$ cat config.mk
export PLATFORM = sky130hd
export DESIGN_NAME = sorted_insert_table
export DESIGN_NICKNAME = d
export VERILOG_FILES = /design/src/sit_pkg.sv /design/src/sit_cell.sv /design/src/sorted_insert_table.sv
export SDC_FILE = /design/constraint.sdc
export NUM_CORES = 2
export LEC_CHECK = 0
export ABC_AREA = 1
export BUFFER_PORTS_ARGS = -buffer_cell sky130_fd_sc_hd__buf_2
export CAP_MARGIN = 15
export CELL_PAD_IN_SITES_DETAIL_PLACEMENT = 1
export CELL_PAD_IN_SITES_GLOBAL_PLACEMENT = 2
export CORE_UTILIZATION = 38
export CTS_CLUSTER_SIZE = 12
export DETAILED_ROUTE_END_ITERATION = 12
export PLACE_DENSITY = 0.89
export SYNTH_ARGS = -nofsm -noshare
export SYNTH_HDL_FRONTEND = slang
export SYNTH_SLANG_ARGS = --single-unit
$ cat constraint.sdc
create_clock -name clk -period 18.5 [get_ports clk]
set_clock_uncertainty 0.15 [all_clocks]
set_input_delay 0.925 -clock clk [delete_from_list [all_inputs] [get_ports clk]]
set_output_delay 0.925 -clock clk [all_outputs]
set_load 0.01 [all_outputs]
$ cat src/sit_pkg.sv
// shared types and codes for the sorted insert table
`default_nettype none

package sit_pkg;

    // key width fixed by the transaction format
    localparam int KEY_W = 32;
    localparam int CMD_W = 2;
    localparam int POS_W = 5;
    localparam int ST_W  = 2;

    // command codes
    localparam logic [CMD_W-1:0] CMD_INSERT      = 2'd0;
    localparam logic [CMD_W-1:0] CMD_REM_MIN     = 2'd1;
    localparam logic [CMD_W-1:0] CMD_REM_MAX     = 2'd2;
    localparam logic [CMD_W-1:0] CMD_REM_AT      = 2'd3;

    // status codes
    localparam logic [ST_W-1:0] ST_OK     = 2'd0;
    localparam logic [ST_W-1:0] ST_FULL   = 2'd1;
    localparam logic [ST_W-1:0] ST_EMPTY  = 2'd2;
    localparam logic [ST_W-1:0] ST_BADPOS = 2'd3;

    // broadcast to every cell of the chain
    typedef struct packed {
        logic                    ins_en;
        logic signed [KEY_W-1:0] ins_key;
    } sit_ctrl_t;

endpackage

`default_nettype wire

$ cat src/sit_cell.sv
// one storage cell of the sorted chain
`default_nettype none

module sit_cell
    import sit_pkg::*;
(
    input  wire                     clk,
    input  wire                     rst_n,
    input  wire sit_ctrl_t          ctrl,
    input  wire                     rem_shift,
    input  wire                     left_less,
    input  wire signed [KEY_W-1:0]  left_key,
    input  wire                     left_valid,
    input  wire signed [KEY_W-1:0]  right_key,
    input  wire                     right_valid,
    output logic signed [KEY_W-1:0] key,
    output logic                    valid,
    output logic                    less,
    output logic signed [KEY_W-1:0] key_nx,
    output logic                    valid_nx
);

    logic signed [KEY_W-1:0] key_reg;
    logic                    valid_reg;
    logic signed [KEY_W-1:0] key_next;
    logic                    valid_next;

    assign key   = key_reg;
    assign valid = valid_reg;

    // stored key sits before the new key
    assign less = valid_reg && (key_reg < ctrl.ins_key);

    // insert moves right from the insertion point, remove pulls from the right
    always_comb
    begin
        key_next   = key_reg;
        valid_next = valid_reg;
        if (ctrl.ins_en && !less)
        begin
            if (left_less)
            begin
                key_next   = ctrl.ins_key;
                valid_next = 1'b1;
            end
            else
            begin
                key_next   = left_key;
                valid_next = left_valid;
            end
        end
        else if (rem_shift)
        begin
            key_next   = right_key;
            valid_next = right_valid;
        end
    end

    assign key_nx   = key_next;
    assign valid_nx = valid_next;

    // occupancy flag
    always_ff @(posedge clk or negedge rst_n)
    begin
        if (!rst_n)
            valid_reg <= 1'b0;
        else
            valid_reg <= valid_next;
    end

    // key payload
    always_ff @(posedge clk)
    begin
        key_reg <= key_next;
    end

endmodule

`default_nettype wire

$ cat src/sorted_insert_table.sv
// sorted insert table: a chain of key cells kept in ascending order
// result: registered, and shown on the rsp port in the cycle after its command is accepted
// throughput: one command per cycle; every cell shifts in the same cycle
// a command is held off only while a finished result waits on rsp_stall
// reset empties the table (all cell valid flags and the count cleared)
`default_nettype none

module sorted_insert_table
    import sit_pkg::*;
#(
    parameter int CAPACITY = 16
)
(
    input  wire                     clk,
    input  wire                     rst_n,
    input  wire                     cmd_valid,
    output logic                    cmd_stall,
    input  wire [CMD_W-1:0]         command,
    input  wire signed [KEY_W-1:0]  key_value,
    input  wire [POS_W-1:0]         position,
    output logic                    rsp_valid,
    input  wire                     rsp_stall,
    output logic signed [KEY_W-1:0] removed_key,
    output logic [POS_W-1:0]        entry_count,
    output logic signed [KEY_W-1:0] smallest_key,
    output logic signed [KEY_W-1:0] largest_key,
    output logic [ST_W-1:0]         status
);

    localparam int CW = $clog2(CAPACITY + 1);
    localparam int IW = $clog2(CAPACITY);
    localparam int PW = (CW > POS_W) ? CW : POS_W;

    logic [CW-1:0] count_reg;
    logic [CW-1:0] count_next;

    logic                    rsp_valid_reg;
    logic signed [KEY_W-1:0] removed_reg;
    logic [POS_W-1:0]        count_out_reg;
    logic signed [KEY_W-1:0] smallest_reg;
    logic signed [KEY_W-1:0] largest_reg;
    logic [ST_W-1:0]         status_reg;

    logic                    accept;
    logic                    full;
    logic                    empty;
    logic                    pos_bad;
    logic [PW-1:0]           pos_ext;
    logic [PW-1:0]           cnt_ext;
    logic [PW-1:0]           pos_m1;
    logic [PW-1:0]           cnt_m1;
    logic [PW-1:0]           cnt_next_ext;
    logic [IW-1:0]           rem_idx;
    logic                    do_ins;
    logic                    do_rem;
    logic [ST_W-1:0]         status_next;
    sit_ctrl_t               ctrl;

    logic [CAPACITY-1:0]                   rem_from;
    logic [CAPACITY-1:0]                   rem_hit;
    logic [CAPACITY-1:0]                   cell_valid;
    logic [CAPACITY-1:0]                   cell_less;
    logic [CAPACITY-1:0]                   cell_valid_nx;
    logic [CAPACITY-1:0]                   cell_last_nx;
    logic signed [CAPACITY-1:0][KEY_W-1:0] cell_key;
    logic signed [CAPACITY-1:0][KEY_W-1:0] cell_key_nx;

    logic signed [KEY_W-1:0] removed_next;
    logic signed [KEY_W-1:0] largest_next;
    logic signed [KEY_W-1:0] smallest_next;

    // handshake
    assign cmd_stall = rsp_valid_reg && rsp_stall;
    assign accept    = cmd_valid && !cmd_stall;

    // command decode and checks
    assign full    = (count_reg == CW'(CAPACITY));
    assign empty   = (count_reg == '0);
    assign pos_ext = PW'(position);
    assign cnt_ext = PW'(count_reg);
    assign pos_m1  = pos_ext - PW'(1);
    assign cnt_m1  = cnt_ext - PW'(1);
    assign pos_bad = (pos_ext == '0) || (pos_ext > cnt_ext);

    always_comb
    begin
        status_next = ST_OK;
        rem_idx     = '0;
        case (command)
            CMD_INSERT:
            begin
                if (full)
                    status_next = ST_FULL;
            end
            CMD_REM_MIN:
            begin
                if (empty)
                    status_next = ST_EMPTY;
            end
            CMD_REM_MAX:
            begin
                rem_idx = cnt_m1[IW-1:0];
                if (empty)
                    status_next = ST_EMPTY;
            end
            CMD_REM_AT:
            begin
                rem_idx = pos_m1[IW-1:0];
                if (empty)
                    status_next = ST_EMPTY;
                else if (pos_bad)
                    status_next = ST_BADPOS;
            end
            default:
            begin
                status_next = ST_OK;
            end
        endcase
    end

    assign do_ins = accept && (command == CMD_INSERT) && (status_next == ST_OK);
    assign do_rem = accept && (command != CMD_INSERT) && (status_next == ST_OK);

    assign ctrl.ins_en  = do_ins;
    assign ctrl.ins_key = key_value;

    // entry count
    always_comb
    begin
        count_next = count_reg;
        if (do_ins)
            count_next = count_reg + CW'(1);
        else if (do_rem)
            count_next = count_reg - CW'(1);
    end

    always_ff @(posedge clk or negedge rst_n)
    begin
        if (!rst_n)
            count_reg <= '0;
        else
            count_reg <= count_next;
    end

    // the cell chain
    genvar gi;
    generate
        for (gi = 0; gi < CAPACITY; gi++)
        begin : g_cell
            logic                    l_less;
            logic signed [KEY_W-1:0] l_key;
            logic                    l_valid;
            logic signed [KEY_W-1:0] r_key;
            logic                    r_valid;

            assign rem_from[gi] = do_rem && (IW'(gi) >= rem_idx);

            if (gi == 0)
            begin : g_head
                assign l_less      = 1'b1;
                assign l_key       = key_value;
                assign l_valid     = 1'b1;
                assign rem_hit[gi] = rem_from[gi];
            end
            else
            begin : g_body
                assign l_less      = cell_less[gi-1];
                assign l_key       = cell_key[gi-1];
                assign l_valid     = cell_valid[gi-1];
                assign rem_hit[gi] = rem_from[gi] && !rem_from[gi-1];
            end

            if (gi == CAPACITY - 1)
            begin : g_tail
                assign r_key            = cell_key[gi];
                assign r_valid          = 1'b0;
                assign cell_last_nx[gi] = cell_valid_nx[gi];
            end
            else
            begin : g_mid
                assign r_key            = cell_key[gi+1];
                assign r_valid          = cell_valid[gi+1];
                assign cell_last_nx[gi] = cell_valid_nx[gi] && !cell_valid_nx[gi+1];
            end

            sit_cell u_cell (
                .clk         (clk),
                .rst_n       (rst_n),
                .ctrl        (ctrl),
                .rem_shift   (rem_from[gi]),
                .left_less   (l_less),
                .left_key    (l_key),
                .left_valid  (l_valid),
                .right_key   (r_key),
                .right_valid (r_valid),
                .key         (cell_key[gi]),
                .valid       (cell_valid[gi]),
                .less        (cell_less[gi]),
                .key_nx      (cell_key_nx[gi]),
                .valid_nx    (cell_valid_nx[gi])
            );
        end
    endgenerate

    // pick the removed key and the new end keys
    always_comb
    begin
        removed_next = '0;
        largest_next = '0;
        for (int i = 0; i < CAPACITY; i++)
        begin
            if (rem_hit[i])
                removed_next = removed_next | cell_key[i];
            if (cell_last_nx[i])
                largest_next = largest_next | cell_key_nx[i];
        end
    end

    assign smallest_next = cell_valid_nx[0] ? cell_key_nx[0] : '0;
    assign cnt_next_ext  = PW'(count_next);

    // result register
    always_ff @(posedge clk or negedge rst_n)
    begin
        if (!rst_n)
            rsp_valid_reg <= 1'b0;
        else if (accept)
            rsp_valid_reg <= 1'b1;
        else if (!rsp_stall)
            rsp_valid_reg <= 1'b0;
    end

    always_ff @(posedge clk)
    begin
        if (accept)
        begin
            removed_reg   <= removed_next;
            count_out_reg <= cnt_next_ext[POS_W-1:0];
            smallest_reg  <= smallest_next;
            largest_reg   <= largest_next;
            status_reg    <= status_next;
        end
    end

    assign rsp_valid    = rsp_valid_reg;
    assign removed_key  = removed_reg;
    assign entry_count  = count_out_reg;
    assign smallest_key = smallest_reg;
    assign largest_key  = largest_reg;
    assign status       = status_reg;

endmodule

`default_nettype wire
Yosys cells after proc, flatten, opt, wreduce, memory -nomap -nowiden
Index checks and enable logic that the tools add are counted.
{"block": "classes", "n_eq_ne": 5, "reduce_logical": 138, "n_addsub": 3, "order_cmp": 33, "n_mux": 135, "bitwise": 30}
{"cell": "$mux 32", "count": 78}
{"cell": "$or 32x32->32", "count": 30}
{"cell": "$lt 32x32->1", "count": 16}
{"cell": "$logic_and 1x1->1", "count": 84}
{"cell": "$mux 1", "count": 50}
{"cell": "$logic_not 1->1", "count": 47}
{"cell": "$ge 4x4->1 const A", "count": 8}
{"cell": "$ge 3x4->1 const A", "count": 4}
{"cell": "$logic_not 5->1", "count": 2}
{"cell": "$mux 5", "count": 2}
{"cell": "$ge 1x4->1 const A", "count": 2}
{"cell": "$ge 2x4->1 const A", "count": 2}
{"cell": "$pmux 4 s2", "count": 1}
{"cell": "$mux 2", "count": 3}
{"cell": "$pmux 2 s3", "count": 1}
{"cell": "$add 5x1->5 const B", "count": 1}
{"cell": "$eq 5x5->1 const B", "count": 1}
{"cell": "$gt 5x5->1", "count": 1}
{"cell": "$sub 5x1->5 const B", "count": 1}
{"cell": "$eq 2x2->1 const B", "count": 2}
{"cell": "$logic_not 2->1", "count": 2}
{"cell": "$sub 4x1->4 const B", "count": 1}
{"cell": "$eq 2x1->1 const B", "count": 1}
{"cell": "$ne 2x1->1 const B", "count": 1}
{"cell": "3 further kinds", "count": 3}
{"block": "totals", "inputBits": 43, "register_bits": 637}

Longest topological paths before layout
{"block": "depth", "depth_word": 43, "depth_mapped": 25, "ltp_nobuf": 22}

Cells and area by module
A second synthesis with hierarchy kept.
{"block": "unflattened", "cells_unflattened": 8250, "hier_area_um2": 55756.0}
{"module": "sit_cell", "area_per_inst_um2": 2697.6, "instances": 16, "cells_per_inst": 393, "seq_area_each_um2": 665.6}
{"module": "sorted_insert_table", "area_per_inst_um2": 12594.6, "instances": 1, "cells_per_inst": 1962, "seq_area_each_um2": 3243.1}

Least setup slack after synthesis
OpenSTA, ideal clock, no wires.
{"block": "synth_path", "path_type": "input to register", "from": "in rsp_stall", "to": "reg largest_reg[12] (netlist: largest_key[12]), data pin", "t_arrival_ns": 6.967, "path_buffers": 3, "cell_stages": 15, "setup_slack_ns": 11.119, "setup_ns": 0.264, "path_cell_list": "nand2_1 -> inv_1 -> nor2_1 -> nand2_4 -> nor2_8 -> buf_12 -> buf_6 -> nand2_4 -> buf_6 -> nand2_1 -> nand2_1 -> nand3_1 -> nand2_1 -> nor2_1 -> nand4_1"}
{"item": "start, declared", "line": "sorted_insert_table.sv:22", "rtl": "input wire rsp_stall,"}
{"item": "end signal, assigned", "line": "sorted_insert_table.sv:240", "rtl": "largest_reg <= largest_next;"}
{"item": "end, declared", "line": "sorted_insert_table.sv:41", "rtl": "logic signed [KEY_W-1:0] largest_reg;"}

==> flow_summary.json <==
{
  "status": "complete, no violations",
  "ios": 148,
  "firstDrtPassIters": 6,
  "setup_tns_ps": 0,
  "grt_pass1_wl_mm": 458,
  "critPathKind": "input port to flop",
  "ys_types": 50,
  "die_y_um": 373,
  "die_w_um": 373,
  "netlist.area_leader.share_pct": 27.8,
  "clockBufferDepth": 3,
  "port_buffers": 147,
  "rsz0062_at_grt": "false",
  "core_um2": 136000,
  "nets": 8933,
  "r2r_setup_slack_ps": 11470,
  "fin_ws_ps": 11350,
  "final_common_cell": "nand2_1",
  "crit_path_end_kind": "flop",
  "slew_headroom_pct": 16.9,
  "hp-class": "input port to asynchronous set/reset pin",
  "die-area_um2": 139000,
  "critPathLaunchType": "input port",
  "ctsHoldBuffers": 0,
  "h-tree-depth": 3,
  "ant_nets": 0,
  "post-route-period-util_pct": 38.6,
  "hold_viol": 0,
  "synth_largest_area_cell": "nand2_1",
  "final_cell_mix": "3875 x nand2_1, 521 x o21ai_0, 512 x dfxtp_1, 508 x ha_1, 506 x inv_1",
  "setup_violations": 0,
  "cts.sinks": 637,
  "worstMarginPinSlew_ps": 1250,
  "largest_reg_flops": 512,
  "synth.area.top_cells": "nand2_1 28%, dfxtp_1 20%, ha_1 12%, edfxtp_1 5.9%, o21ai_0 5.0%",
  "dp_slack_ps": 10920,
  "grt_pass1_vias": 62531,
  "required_ps": 18830,
  "initial_utilization_pct": 38.5,
  "cts_tree": "built",
  "seq_area_frac_synth_pct": 26.5,
  "min_period_ps": 7150,
  "synthCells": 8461,
  "ys_async_sr_fraction_pct": 3.45,
  "rr_worst_depth": 18,
  "cts_setup_buffers": 0,
  "cp_max_fo": 40,
  "synth-edff-count": 103,
  "wl_per_cell_um": 31.9,
  "fill_cells": 18119,
  "path_clk_slew_ps": 60,
  "fmax_ghz": 0.140,
  "grt_start_max_net_pins": 70,
  "grt_overflow": 0,
  "synth_area_um2": 52300,
  "ys_seq_elements": 637,
  "via_per_inst": 6.21,
  "ir_worst_vdd_mv": 0.136,
  "grt_usage_pct": 45.6,
  "syn_to_final_growth_pct": 9.60,
  "insertion_delay_ps": 750,
  "p_leak_nw": 29.1,
  "reg2reg_to": "removed_key[8]",
  "drt_iter0_markers": 6633,
  "synth_ff_type": "dfxtp_1",
  "final-max-slew-violation-count": 0,
  "ys_warn_count": 0,
  "drive_gt1_share_pct": 6.32,
  "cts_buffers": 88,
  "synth_fp_nets": 9012,
  "antenna_found_initial": 17,
  "vias": 63564,
  "worstPathArrival_ps": 7480,
  "drcViolationCount": 0,
  "gp_congestion": 1.02,
  "max-cap-violations": 0,
  "syn_avg_cell_area_um2": 6.19,
  "rows": 135,
  "cts_resized": 0,
  "p_per_area_nw_per_um2": 203,
  "routed_wl_mm": 327,
  "root_buffer": "clkbuf_16",
  "reg2reg_from": "cnt_ext[0]",
  "dpl.hpwl_mm": 246
}
==> power breakdown <==
| group | internal (mW) | leakage [nW] | switching [mW] |
|---|---|---|---|
| registers | 2.12 | 5.53 | 0.938 |
| clock network | 1.02 | 1.39 | 0.779 |
| logic | 1.79 | 22.2 | 4.98 |
| total | 4.93 | 29.1 | 6.69 |
==> cell families (layout without fill, tap and decap cells) <==
kind of cell	count (synthesis)	in the layout	share of synthesized area, %
DFF	637	637	26.5
AOI/OAI and AO/OA	1209	1209	13.3
and+or+nand+nor	5078	5078	39.9
other	0	7	0
xor gates and xnor gates	4	4	0.0669
buffers and inverters	1025	1019	8.09
adders and majority gates	508	508	12.1
==> final cells by class <==
type | count | area, um2 | area share (%)
inverters | 545 | 2050 | 3.57
well taps | 1781 | 2230 | 3.88
repair buffers | 311 | 1990 | 3.46
clock buffers | 135 | 2600 | 4.54
clock inverters | 28 | 250 | 0.436
multi-input cells | 6799 | 34300 | 59.9
diodes | 7 | 17.5 | 0.0305
flip-flops and latches | 637 | 13900 | 24.2
==> worst max-delay path, stage by stage <==
cell and delay (ps):
buf_2 80, buf_4 320, clkinv_1 420, buf_4 390, ha_1 350, nand2_1 50
inv_1 50, nand2_1 50, nand2_1 60, nand2_1 50, nand2_1 160, nand2_1 80
nand2_1 210, nand2_1 120, nand3b_1 100, buf_4 340, nand3_2 800, nand2_2 1170
inv_2 720, nand3_1 240, nand2_1 90, nand2_1 70, nand2_1 50, nor2_1 320
nand4_1 140
==> layer usage <==
metal	GRT usage (%)	share of wire, %	up-vias
met4	42.2	11	10
met1	53.7	38	31325
met5	0	0.018	-
met3	8.82	8.1	1081
met2	70.0	43	3259
li1	-	-	27889
==> cell usage after synthesis, types with 4 or more instances <==
master,count
buf_4,28
inv_1,513
nor4_1,22
xor2_1,4
o211ai_1,178
nand2_1,3876
nor3_1,25
o2111ai_1,24
a221oi_1,26
dfrtp_1,22
clkinv_1,23
a21oi_1,339
o21ai_0,521
o22ai_1,52
clkbuf_1,250
o21a_1,20
or2_0,4
inv_2,9
nand2_2,10
nor2_2,20
dfxtp_1,512
nand4_2,5
nand3_2,7
buf_2,181
a22oi_1,16
buf_1,15
edfxtp_1,103
ha_1,508
and2_1,32
o221ai_1,12
buf_6,5
a211oi_1,7
nor2_1,318
or2_2,5
nand2_4,7
a21o_1,6
nand3_1,392
nand4_1,347
==> stage by stage <==
step                instance area, um2  util (%)  power (mW)  hold slack [ps]  cells
floorplan                        52300         -        6.50              344   8461
global placement                 54500      40.1        9.32              316  10072
detailed placement               54500      40.1        9.49              337  10072
CTS                              57300      42.2        11.3              133  10235
global route                     57400      42.2        12.1              148  10237
finish                           57400      42.2        11.6              130  10243
==> how the worst max path moves through the flow <==
stage,from,to,depth (start not counted)
final,key_value[3],largest_key[26],25
after global routing,key_value[27],largest_key[26],21
after CTS,key_value[3],largest_key[26],25
after detailed placement,key_value[3],largest_key[26],25
after global placement,key_value[3],largest_key[26],24
after floorplan,rsp_stall,largest_key[12],15
No activity file was read; power rests on OpenSTA's default activity.
